### src/sv/bcc_pkg.sv
// ----------------------------------------------------------------------------
// bcc_pkg
// Shared types, codes and reset values for the button click classifier.
// ----------------------------------------------------------------------------
package bcc_pkg;

  // default width of the stored time values
  localparam int TIME_BITS_DEF = 32;

  // field widths
  localparam int TS_W    = 32;
  localparam int CMD_W   = 2;
  localparam int TYPE_W  = 2;
  localparam int CFG_W   = 16;
  localparam int CFG_IDX_W = 2;

  // event commands
  localparam logic [CMD_W-1:0] CMD_PRESS   = 2'd0;
  localparam logic [CMD_W-1:0] CMD_RELEASE = 2'd1;
  localparam logic [CMD_W-1:0] CMD_CLEAR   = 2'd2;

  // click types
  localparam logic [TYPE_W-1:0] TYPE_NONE   = 2'd0;
  localparam logic [TYPE_W-1:0] TYPE_SINGLE = 2'd1;
  localparam logic [TYPE_W-1:0] TYPE_DOUBLE = 2'd2;
  localparam logic [TYPE_W-1:0] TYPE_HOLD   = 2'd3;

  // configuration register indexes
  localparam logic [CFG_IDX_W-1:0] REG_SINGLE_MAX = 2'd0;
  localparam logic [CFG_IDX_W-1:0] REG_DOUBLE_MAX = 2'd1;
  localparam logic [CFG_IDX_W-1:0] REG_HOLD_MIN   = 2'd2;

  // configuration reset values
  localparam logic [CFG_W-1:0] SINGLE_MAX_RST = 16'd250;
  localparam logic [CFG_W-1:0] DOUBLE_MAX_RST = 16'd500;
  localparam logic [CFG_W-1:0] HOLD_MIN_RST   = 16'd1000;

  // input item
  typedef struct packed {
    logic [CMD_W-1:0] cmd;
    logic [TS_W-1:0]  timestamp;
  } evt_t;

  // result item
  typedef struct packed {
    logic [TYPE_W-1:0] click_type;
    logic              pending;
  } res_t;

  // thresholds handed to the classifier
  typedef struct packed {
    logic [CFG_W-1:0] single_max;
    logic [CFG_W-1:0] double_max;
    logic [CFG_W-1:0] hold_min;
  } cfg_t;

endpackage

### src/sv/bcc_core.sv
// ----------------------------------------------------------------------------
// bcc_core
// Click state registers and the one-pass classification of each event.
// ----------------------------------------------------------------------------
module bcc_core #(
  parameter int TIME_BITS = bcc_pkg::TIME_BITS_DEF
) (
  input  logic                       clk,
  input  logic                       rst,
  input  logic                       step,
  input  logic [bcc_pkg::CMD_W-1:0]  cmd,
  input  logic [TIME_BITS-1:0]       t,
  input  bcc_pkg::cfg_t              cfg,
  output bcc_pkg::res_t              res_next
);
  import bcc_pkg::*;

  logic [TIME_BITS-1:0] press_start, press_start_next;
  logic [TIME_BITS-1:0] prev_start, prev_start_next;
  logic                 pending_flag, pending_flag_next;
  logic [TYPE_W-1:0]    last_type, last_type_next;

  logic [TIME_BITS-1:0] len;
  logic [TIME_BITS-1:0] since_prev;
  logic [TIME_BITS-1:0] single_max_w, double_max_w, hold_min_w;
  logic                 is_short, is_long, is_double;

  // thresholds widened to the time width
  assign single_max_w = TIME_BITS'(cfg.single_max);
  assign double_max_w = TIME_BITS'(cfg.double_max);
  assign hold_min_w   = TIME_BITS'(cfg.hold_min);

  // press length and span since previous press; negative, or no stored previous press, reads as zero
  assign len        = (t >= press_start) ? t - press_start : '0;
  assign since_prev = (prev_start == '0 || t < prev_start) ? '0 : t - prev_start;

  assign is_short  = (len <= single_max_w);
  assign is_long   = (len >= hold_min_w);
  assign is_double = (since_prev <= double_max_w);

  // next state for the event
  always_comb begin
    press_start_next  = press_start;
    prev_start_next   = prev_start;
    pending_flag_next = pending_flag;
    last_type_next    = last_type;
    case (cmd)
      CMD_PRESS: begin
        if (pending_flag) begin
          prev_start_next = press_start;
        end
        press_start_next = t;
      end
      CMD_RELEASE: begin
        if (!pending_flag) begin
          if (is_short) begin
            last_type_next    = TYPE_SINGLE;
            pending_flag_next = 1'b1;
          end else if (is_long) begin
            last_type_next    = TYPE_HOLD;
            pending_flag_next = 1'b0;
            press_start_next  = '0;
            prev_start_next   = '0;
          end
        end else begin
          if (is_double) begin
            last_type_next    = TYPE_DOUBLE;
            pending_flag_next = 1'b0;
            press_start_next  = '0;
            prev_start_next   = '0;
          end else if (is_short) begin
            last_type_next    = TYPE_SINGLE;
            pending_flag_next = 1'b1;
          end
        end
      end
      CMD_CLEAR: begin
        press_start_next  = '0;
        prev_start_next   = '0;
        pending_flag_next = 1'b0;
        last_type_next    = TYPE_NONE;
      end
      default: begin
      end
    endcase
  end

  // result reports the state after the event
  assign res_next.click_type = last_type_next;
  assign res_next.pending    = pending_flag_next;

  // state update on each transfer
  always_ff @(posedge clk) begin
    if (rst) begin
      press_start  <= '0;
      prev_start   <= '0;
      pending_flag <= 1'b0;
      last_type    <= TYPE_NONE;
    end else if (step) begin
      press_start  <= press_start_next;
      prev_start   <= prev_start_next;
      pending_flag <= pending_flag_next;
      last_type    <= last_type_next;
    end
  end

  // a pending click is always a single click
  a_pending_single: assert property (@(posedge clk) disable iff (rst)
    pending_flag |-> last_type == TYPE_SINGLE)
    else $error("pending set without single type");

  // clear leaves nothing behind
  a_clear: assert property (@(posedge clk) disable iff (rst)
    step && cmd == CMD_CLEAR |=> !pending_flag && last_type == TYPE_NONE &&
      press_start == '0 && prev_start == '0)
    else $error("state not cleared");

  // double click drops the stored times
  a_double_clears: assert property (@(posedge clk) disable iff (rst)
    step && cmd == CMD_RELEASE && pending_flag && is_double |=>
      last_type == TYPE_DOUBLE && press_start == '0 && prev_start == '0)
    else $error("double click did not clear times");

  // state only moves on a transfer
  a_hold_idle: assert property (@(posedge clk) disable iff (rst)
    !step |=> $stable(pending_flag) && $stable(last_type) && $stable(press_start))
    else $error("state changed without transfer");

endmodule

### src/sv/button_click_classifier.sv
// ----------------------------------------------------------------------------
// button_click_classifier
// Classifies timestamped press and release events into single, double and
// hold clicks, one result per event.
// ----------------------------------------------------------------------------
//
//  channel | signals                          | direction | per transfer
//  --------+----------------------------------+-----------+------------------
//  evt     | evt_valid evt_ready evt          | in        | cmd, timestamp
//  res     | res_valid res_ready res          | out       | click_type, pending
//  cfg     | cfg_valid cfg_ready cfg_index    | in        | one 16-bit register
//          | cfg_data                         |           |
//
// One event per cycle while the result register is empty or being taken; its
// result is registered in the cycle after. The classification is a single pass
// of subtracts and compares between the state registers and the result register.
// evt_ready is high whenever the result register is empty or being taken,
// so a stalled result stops new events only while it is held.
// cfg_ready is always high. Synchronous reset clears state and result valid,
// and loads the thresholds with their reset values.
module button_click_classifier #(
  parameter int TIME_BITS = bcc_pkg::TIME_BITS_DEF
) (
  input  logic                          clk,
  input  logic                          rst,
  input  logic                          evt_valid,
  output logic                          evt_ready,
  input  bcc_pkg::evt_t                 evt,
  output logic                          res_valid,
  input  logic                          res_ready,
  output bcc_pkg::res_t                 res,
  input  logic                          cfg_valid,
  output logic                          cfg_ready,
  input  logic [bcc_pkg::CFG_IDX_W-1:0] cfg_index,
  input  logic [bcc_pkg::CFG_W-1:0]     cfg_data
);
  import bcc_pkg::*;

  cfg_t                 cfg;
  res_t                 res_next;
  logic                 evt_xfer;
  logic [TIME_BITS-1:0] t;

  // handshakes
  assign evt_ready = !res_valid || res_ready;
  assign evt_xfer  = evt_valid && evt_ready;
  assign cfg_ready = 1'b1;

  // timestamp taken modulo the time width
  assign t = TIME_BITS'(evt.timestamp);

  // threshold registers
  always_ff @(posedge clk) begin
    if (rst) begin
      cfg.single_max <= SINGLE_MAX_RST;
      cfg.double_max <= DOUBLE_MAX_RST;
      cfg.hold_min   <= HOLD_MIN_RST;
    end else if (cfg_valid && cfg_ready) begin
      unique case (cfg_index)
        REG_SINGLE_MAX: cfg.single_max <= cfg_data;
        REG_DOUBLE_MAX: cfg.double_max <= cfg_data;
        REG_HOLD_MIN:   cfg.hold_min   <= cfg_data;
        default: begin
        end
      endcase
    end
  end

  // classifier state and next result
  bcc_core #(
    .TIME_BITS (TIME_BITS)
  ) u_core (
    .clk      (clk),
    .rst      (rst),
    .step     (evt_xfer),
    .cmd      (evt.cmd),
    .t        (t),
    .cfg      (cfg),
    .res_next (res_next)
  );

  // result register
  always_ff @(posedge clk) begin
    if (rst) begin
      res_valid <= 1'b0;
    end else if (evt_xfer) begin
      res_valid <= 1'b1;
    end else if (res_ready) begin
      res_valid <= 1'b0;
    end
  end

  always_ff @(posedge clk) begin
    if (evt_xfer) begin
      res <= res_next;
    end
  end

  // a held result is never overwritten
  a_no_overwrite: assert property (@(posedge clk) disable iff (rst)
    res_valid && !res_ready |-> !evt_xfer)
    else $error("result overwritten while stalled");

  // every event transfer produces a result next cycle
  a_result_follows: assert property (@(posedge clk) disable iff (rst)
    evt_xfer |=> res_valid)
    else $error("missing result after event");

  // a held result stays unchanged
  a_res_stable: assert property (@(posedge clk) disable iff (rst)
    res_valid && !res_ready |=> res_valid && $stable(res))
    else $error("stalled result changed");

endmodule
### config.mk
export PLATFORM = sky130hd
export DESIGN_NAME = button_click_classifier
export DESIGN_NICKNAME = d
export VERILOG_FILES = /design/src/sv/bcc_pkg.sv /design/src/sv/bcc_core.sv /design/src/sv/button_click_classifier.sv
export SDC_FILE = /design/constraint.sdc
export NUM_CORES = 1
export LEC_CHECK = 0
export BUFFER_PORTS_ARGS = -buffer_cell sky130_fd_sc_hd__buf_2
export CAP_MARGIN = 0
export CORE_AREA = 2 2 128 255
export CTS_BUF_LIST = sky130_fd_sc_hd__clkbuf_4 sky130_fd_sc_hd__clkbuf_8 sky130_fd_sc_hd__clkbuf_16
export CTS_CLUSTER_SIZE = 14
export DETAILED_ROUTE_END_ITERATION = 10
export DIE_AREA = 0 0 130 257
export PLACE_DENSITY = 0.53
export SETUP_SLACK_MARGIN = 0.05
export SLEW_MARGIN = 10
export SYNTH_ARGS = -nofsm -noshare
export SYNTH_HDL_FRONTEND = slang
export SYNTH_SLANG_ARGS = --single-unit
### constraint.sdc
create_clock -name clk -period 8.6 [get_ports clk]
set_input_delay 0.86 -clock clk [delete_from_list [all_inputs] [get_ports clk]]
set_output_delay 0.86 -clock clk [all_outputs]
set_load 0.05 [all_outputs]
==> results of run 1 <==
cell families after synthesis:
group                      Yosys count
and+or+nand+nor                    416
adders and majority gates          115
xor gates and xnor gates            46
other                                1
muxes                                7
buffers and inverters              218
AOI/OAI and AO/OA                  468
DFF                                119
routing by layer:
layer / GRT usage [%] / vias up / routed length, µm
met5: 0 / - / 0
met4: 11.98 / 0 / 2164
met3: 2.620 / 81 / 1067
met2: 42.06 / 267 / 20420
met1: 22.07 / 4825 / 13110
li1: - / 5027 / -
power breakdown:
part           internal, mW  switching, mW  total (mW)
Combinational         0.205          0.371       0.575
Sequential            0.575        0.00920       0.585
Clock                 0.518          0.261       0.779
Total                  1.30          0.641        1.94
final cells by class:
class / count / area share, %
clock buffer: 19 / 3.833
inverter: 131 / 4.280
tap: 423 / 4.606
clock inverter: 13 / 1.775
timing repair buffer: 69 / 3.202
multi-input combinational: 1053 / 61.31
sequential: 119 / 21.00
worst paths after layout:
path,from,cells after the start,slack (ns),to
worst max-delay path,evt[0],28,1.36,u_core.prev_start[1]$_SDFFE_PP0P_
worst min-delay path,cfg[45]$_SDFFE_PP0P_,2,0.45,cfg[45]$_SDFFE_PP0P_
worst max register to register,u_core.prev_start[0]$_SDFFE_PP0P_,26,1.67,u_core.prev_start[1]$_SDFFE_PP0P_
worst min register to register,cfg[45]$_SDFFE_PP0P_,2,0.45,cfg[45]$_SDFFE_PP0P_
synth_stat cells (8+ instances only):
library cell  number  area, µm²
nand2b_1           9      56.30
dfxtp_1          116       2322
a211oi_1           8      60.06
a21oi_1          179      895.9
nand4_1           29      181.4
a21o_1            51      382.9
xnor2_1           23      201.4
nor2b_1            8      50.05
ha_1             113       1414
o211ai_1           8      60.06
nor2_1            93      349.1
o21ai_1           12      60.06
inv_1            131      491.7
clkbuf_1          73      274.0
nand3_1           19      95.09
nand4b_1          33      289.0
or4_1             33      247.7
a211o_1           18      157.7
xor2_1            23      201.4
nor4_1            17      106.4
and2_1            10      62.56
nand2_1          125      469.2
o21a_1            19      142.6
a31oi_1           13      81.33
o21ai_0           97      485.5
flip-flops by register name, summed over array words and instances (netlist names):
name                 count
u_core.last_type         2
res_valid                1
u_core.prev_start       32
cfg                     48
u_core.pending_flag      1
res                      3
u_core.press_start      32
stage by stage:
step / hold slack (ns) / cells / total power, mW / setup slack, ns
2_1_floorplan: 0.4363 / 1390 / 0.9965 / 2.209
3_3_place_gp: 0.4437 / 1795 / 1.160 / 1.263
3_5_place_dp: 0.4467 / 1795 / 1.163 / 0.9848
4_1_cts: 0.4543 / 1827 / 1.948 / 1.429
5_1_grt: 0.4722 / 1827 / 2.033 / 0.8630
6_report: 0.4505 / 1827 / 1.939 / 1.356
worst min-delay path: cells and delay by family, from the launching register on:
kind            cells  cell delay, ns
flops               1            0.30
simple gates        1            0.05
compound gates      1            0.05
==> results.sh, run 1 <==
export IMPL_wl_um=36760
export IMPL_synth_top_family_by_area="compound AO/OA/AOI/OAI gates"
export IMPL_slew_viol_final=0
export IMPL_cts_setup_buffers=0
export IMPL_ir_drop_uv=153.7
export IMPL_design_area_um2=11490
export IMPL_drive_gt1_share_pct=8.262
export IMPL_leakagePower_nw=4.436
export IMPL_cts_root_buf="clkbuf_16"
export IMPL_synthToLayoutAreaGrowth_pct=11.50
export IMPL_syn_num_nets=1562
export IMPL_setup_tns_ns=0
export IMPL_numCtsBuffers=17
export IMPL_synth_cell_type_count=75
export IMPL_grt_pass1_vias=9842
export IMPL_syn_area_um2=10300
export IMPL_fmax_ghz=0.1380
export IMPL_drt_vias_per_instance=5.583
export IMPL_cpLargestDelayFamily="compound AO/OA/AOI/OAI gates"
export IMPL_ioPinCount=63
export IMPL_period_needed_ns=7.244
export IMPL_crit_slowest_cell="o31ai_1"
export IMPL_worst_pin_slew_ns=1.009
export IMPL_start_kind="input port"
export IMPL_wl_per_cell_um=20.12
export IMPL_n_antenna_cell=0
export IMPL_synthCells=1390
export IMPL_synth_adder_area_share_pct=14.11
export IMPL_cp_required_ns=8.94
export IMPL_power_density_nw_per_um2=168.8
export IMPL_antenna_found_initial=0
export IMPL_synth_xor_area_share_pct=3.910
export IMPL_ys_seq_elements=119
export IMPL_crit_fanout=91
export IMPL_multi_input_area_um2=7044
export IMPL_die_w_um=130
export IMPL_crit_type="input port to flip-flop"
export IMPL_hp_class="flip-flop to flip-flop"
export IMPL_dp_hpwl_um=29360
export IMPL_cp_end_kind="flip-flop"
export IMPL_ys_flop_type="dfxtp_1"
export IMPL_core_area_um2=31430
export IMPL_maxCapViolations=0
export IMPL_fin_nets=1563
export IMPL_final_util_pct=36.56
export IMPL_most_common_layout_cells="179 x a21oi_1, 131 x inv_1, 125 x nand2_1"
export IMPL_post_cts_resized=0
export IMPL_yosysWarnings=0
export IMPL_synth_compound_area_share_pct=28.01
export IMPL_drc=0
export IMPL_row_count=92
export IMPL_seq_area_frac_synth_pct=23.41
export IMPL_setup_violations=0
export IMPL_placed_area_um2=10850
export IMPL_arrival_ns=7.58
export IMPL_fin_skew_ns=0.01002
export IMPL_drt_iter0_markers=710
export IMPL_cpMostUsedCell="a21o_1"
export IMPL_io_buffers=61
export IMPL_first_pass_iters=5
export IMPL_min_period_over_period_pct=84.24
export IMPL_muxShareOfSynthArea_pct=0.6799
export IMPL_clk_latency_ns=0.42
export IMPL_clk_path_buf_depth=2
export IMPL_grt_max_degree=92
export IMPL_path_buf_inv=4
export IMPL_cts_tree="yes"
export IMPL_overflow=0
export IMPL_via_count=10200
export IMPL_die_area_um2=33410
export IMPL_place_congestion=0.9209
export IMPL_cts_sinks=119
export IMPL_max_stage_delay_ns=0.55
export IMPL_postCtsHoldBufs=0
export IMPL_ant_nets=0
export IMPL_htreeDepth=4
export IMPL_grt_usage_pct=21.89
export IMPL_finalHoldViolCount=0
export IMPL_rsz0062_at_grt="false"
export IMPL_synth_area_per_cell_um2=7.414
export IMPL_grt_pass1_wl_um=55740
export IMPL_synth_simple_area_share_pct=21.33
export IMPL_seq_area_um2=2412
export IMPL_status="completed"
export IMPL_fillCellCount=3360
export IMPL_synth_edff_count=3
export IMPL_postSynth_asyncResetShare_pct=0
export IMPL_final_common_cell="a21oi_1"
export IMPL_start_util_pct=32.79
export IMPL_fp_dieH_um=257
export IMPL_worst_setup_hold_path_clk_slew_ns=0.05
export IMPL_slew_headroom_pct=32.73
Power figures use the tool's default switching activity.
==> run 2: changes to the inputs <==
- ABC_AREA: default -> 1
- CORE_AREA: 2 2 128 255 -> 2 2 137 272
- DIE_AREA: 0 0 130 257 -> 0 0 139 274
- clock period: 8.6 -> 7 ns (I/O delays scaled with it)
==> run 2 against run 1 <==
Effect of this change: critical path depth grew 1; total power grew 41%; hold slack gained 0.0096 ns; critical path type unchanged; highest routed layer unchanged.
==> results.sh, run 2 <==
export IMPL_grt_pass1_vias=11100
export IMPL_grt_usage_pct=19.65
export IMPL_maxCapViolations=0
export IMPL_via_count=11800
export IMPL_synth_adder_area_share_pct=12.40
export IMPL_worst_pin_slew_ns=0.9672
export IMPL_synth_area_per_cell_um2=5.747
export IMPL_n_antenna_cell=0
export IMPL_drt_vias_per_instance=4.636
export IMPL_yosysWarnings=0
export IMPL_crit_type="input port to flip-flop"
export IMPL_cp_required_ns=7.32
export IMPL_slew_viol_final=0
export IMPL_p_total_mw=2.741
export IMPL_drt_iter0_markers=644
export IMPL_seq_area_frac_synth_pct=20.58
export IMPL_post_cts_resized=0
export IMPL_rr_worst_depth=27
export IMPL_overflow=0
export IMPL_synth_compound_area_share_pct=10.11
export IMPL_r2r_slack_ns=1.55
export IMPL_row_count=99
export IMPL_routed_wl_met3_um=1283
export IMPL_final_util_pct=35.61
export IMPL_muxShareOfSynthArea_pct=0
export IMPL_place_congestion=0.9548
export IMPL_synth_cell_type_count=44
export IMPL_grt_max_degree=97
export IMPL_ioPinCount=63
export IMPL_leakagePower_nw=7.129
export IMPL_drc=0
export IMPL_synth_xor_area_share_pct=2.241
export IMPL_rsz0062_at_grt="false"
export IMPL_cpMostUsedCell="nand2_1"
export IMPL_fin_nets=2249
export IMPL_wl_met2_um=17570
export IMPL_highest_layer="met4"
export IMPL_rr_startpoint="u_core.press_start[0]$_SDFFE_PP0P_"
export IMPL_clk_path_buf_depth=2
export IMPL_finalHoldViolCount=0
export IMPL_fp_dieH_um=274
export IMPL_setup_tns_ns=0
export IMPL_die_area_um2=38090
export IMPL_place_ws_ns=1.014
export IMPL_largest_register_ffs=48
export IMPL_synthTopCellsByCount="583 x nand2_1, 391 x inv_1, 342 x nor2_1"
export IMPL_top_regs="cfg: 48 flops, u_core.press_start: 32 flops, u_core.prev_start: 32 flops"
export IMPL_synth_edff_count=3
export IMPL_start_kind="input port"
export IMPL_setup_violations=0
export IMPL_yosysMostFrequentCell="nand2_1"
export IMPL_r2r_end="u_core.prev_start[13]$_SDFFE_PP0P_"
export IMPL_numCtsBuffers=17
export IMPL_synth_simple_area_share_pct=39.02
export IMPL_syn_num_nets=2212
export IMPL_htreeDepth=4
export IMPL_synth_area_leader_cell="dfxtp_1"
export IMPL_antenna_found_initial=0
export IMPL_cp_end_kind="flip-flop"
export IMPL_design_area_um2=12880
export IMPL_io_buffers=61
export IMPL_postSynth_asyncResetShare_pct=0
export IMPL_dp_hpwl_um=30910
export IMPL_die_w_um=139
export IMPL_crit_slowest_cell="nand4_4"
export IMPL_cts_sinks=119
export IMPL_ys_seq_elements=119
export IMPL_ant_nets=0
export IMPL_fmax_ghz=0.1795
export IMPL_first_pass_iters=6
export IMPL_arrival_ns=5.89
export IMPL_synthCells=2040
export IMPL_min_period_over_period_pct=79.61
export IMPL_wl_um=37090
export IMPL_synth_top_area_share_pct=19.81
export IMPL_fin_skew_ns=0.009303
export IMPL_worst_setup_hold_path_clk_slew_ns=0.06
export IMPL_power_density_nw_per_um2=212.9
export IMPL_slew_headroom_pct=35.28
export IMPL_drive_gt1_share_pct=6.746
export IMPL_cts_root_buf="clkbuf_16"
export IMPL_synth_top_family_by_area="simple AND/OR/NAND/NOR gates"
export IMPL_worst_hold_slack_ns=0.4601
export IMPL_dp_cells=2512
export IMPL_ys_flop_type="dfxtp_1"
export IMPL_hold_path_end="cfg[47]$_SDFFE_PP0P_"
export IMPL_status="completed"
export IMPL_synthToLayoutAreaGrowth_pct=9.851
export IMPL_hold_depth=2
export IMPL_fillCellCount=4138
export IMPL_crit_fanout=64
export IMPL_postCtsHoldBufs=0
export IMPL_clk_latency_ns=0.44
export IMPL_core_area_um2=36170
export IMPL_finalWorstSetupSlack_ns=1.428
export IMPL_max_stage_delay_ns=0.68
export IMPL_top_register="cfg"
export IMPL_cts_setup_buffers=0
export IMPL_met1Wirelength_um=17000
export IMPL_period_needed_ns=5.572
export IMPL_syn_area_um2=11720
export IMPL_grt_pass1_wl_um=58820
export IMPL_cts_tree="yes"
export IMPL_final_common_cell="nand2_1"
export IMPL_wl_per_cell_um=14.58
export IMPL_start_util_pct=32.41
export IMPL_hold_path_startpoint="cfg[47]$_SDFFE_PP0P_"
export IMPL_synth_area_leaders="dfxtp_1 20%, nand2_1 19%, inv_1 13%"
export IMPL_hp_class="flip-flop to flip-flop"
export IMPL_placed_area_um2=12300
export IMPL_most_common_layout_cells="583 x nand2_1, 390 x inv_1, 342 x nor2_1"
export IMPL_stdcell_count=2544
export IMPL_ir_drop_uv=168.0
## run 2: cell count changes after synthesis, sizes merged, moves of 17 or more
cell,previous run,this run
nand2,125,594
inv,131,402
nor2,93,349
a21oi,181,93
nand3,19,97
a21o,51,2
clkbuf,73,26
nand4b,33,0
or4,33,0
o21ai,109,87
a211o,18,0
xor2,23,5
o21a,19,2
## run 2: cell families (layout without fill, tap and decap cells)
group	count (synthesis)	in the layout
and+or+nand+nor	1112	1112
DFF	119	119
AOI/OAI and AO/OA	215	215
xor gates and xnor gates	30	30
other	1	1
buffers and inverters	448	498
adders and majority gates	115	115
## run 2: critical path, delay by kind of cell
family / cells / cell delay [ns]
adders and majority gates: 3 / 1.00
buffers and inverters: 6 / 0.90
and+or+nand+nor: 20 / 3.24
## run 2: final cells by class
type                    instances  area [µm²]  share of cell area [%]
repair buffers                 64       327.8                   2.545
inverters                     402        1510                   11.73
clock buffers                  18       439.2                   3.410
well taps                     454       568.0                   4.411
multi-input cells            1473        7482                   58.10
flip-flops and latches        119        2412                   18.73
clock inverters                14       138.9                   1.078
## run 2: worst max-delay path by stage
stage | from | to | depth (start not counted)
detailed placement | evt[0] | u_core.prev_start[13]$_SDFFE_PP0P_ | 29
floorplan | evt[0] | u_core.prev_start[11]$_SDFFE_PP0P_ | 31
finish | evt[0] | u_core.prev_start[13]$_SDFFE_PP0P_ | 29
global route | evt[0] | u_core.prev_start[17]$_SDFFE_PP0P_ | 30
global placement | evt[0] | u_core.prev_start[24]$_SDFFE_PP0P_ | 29
CTS | evt[0] | u_core.prev_start[13]$_SDFFE_PP0P_ | 29
## run 2: power breakdown
group | switching [mW] | internal [mW]
Sequential | 0.0163 | 0.729
Clock | 0.360 | 0.506
Combinational | 0.751 | 0.378
## run 2: metal layers
| layer | track usage [%] | up-vias |
|---|---|---|
| li1 | - | 6370 |
| met1 | 24.90 | 5160 |
| met2 | 34.04 | 213 |
| met3 | 1.991 | 52 |
| met4 | 8.028 | 0 |
| met5 | 0 | - |
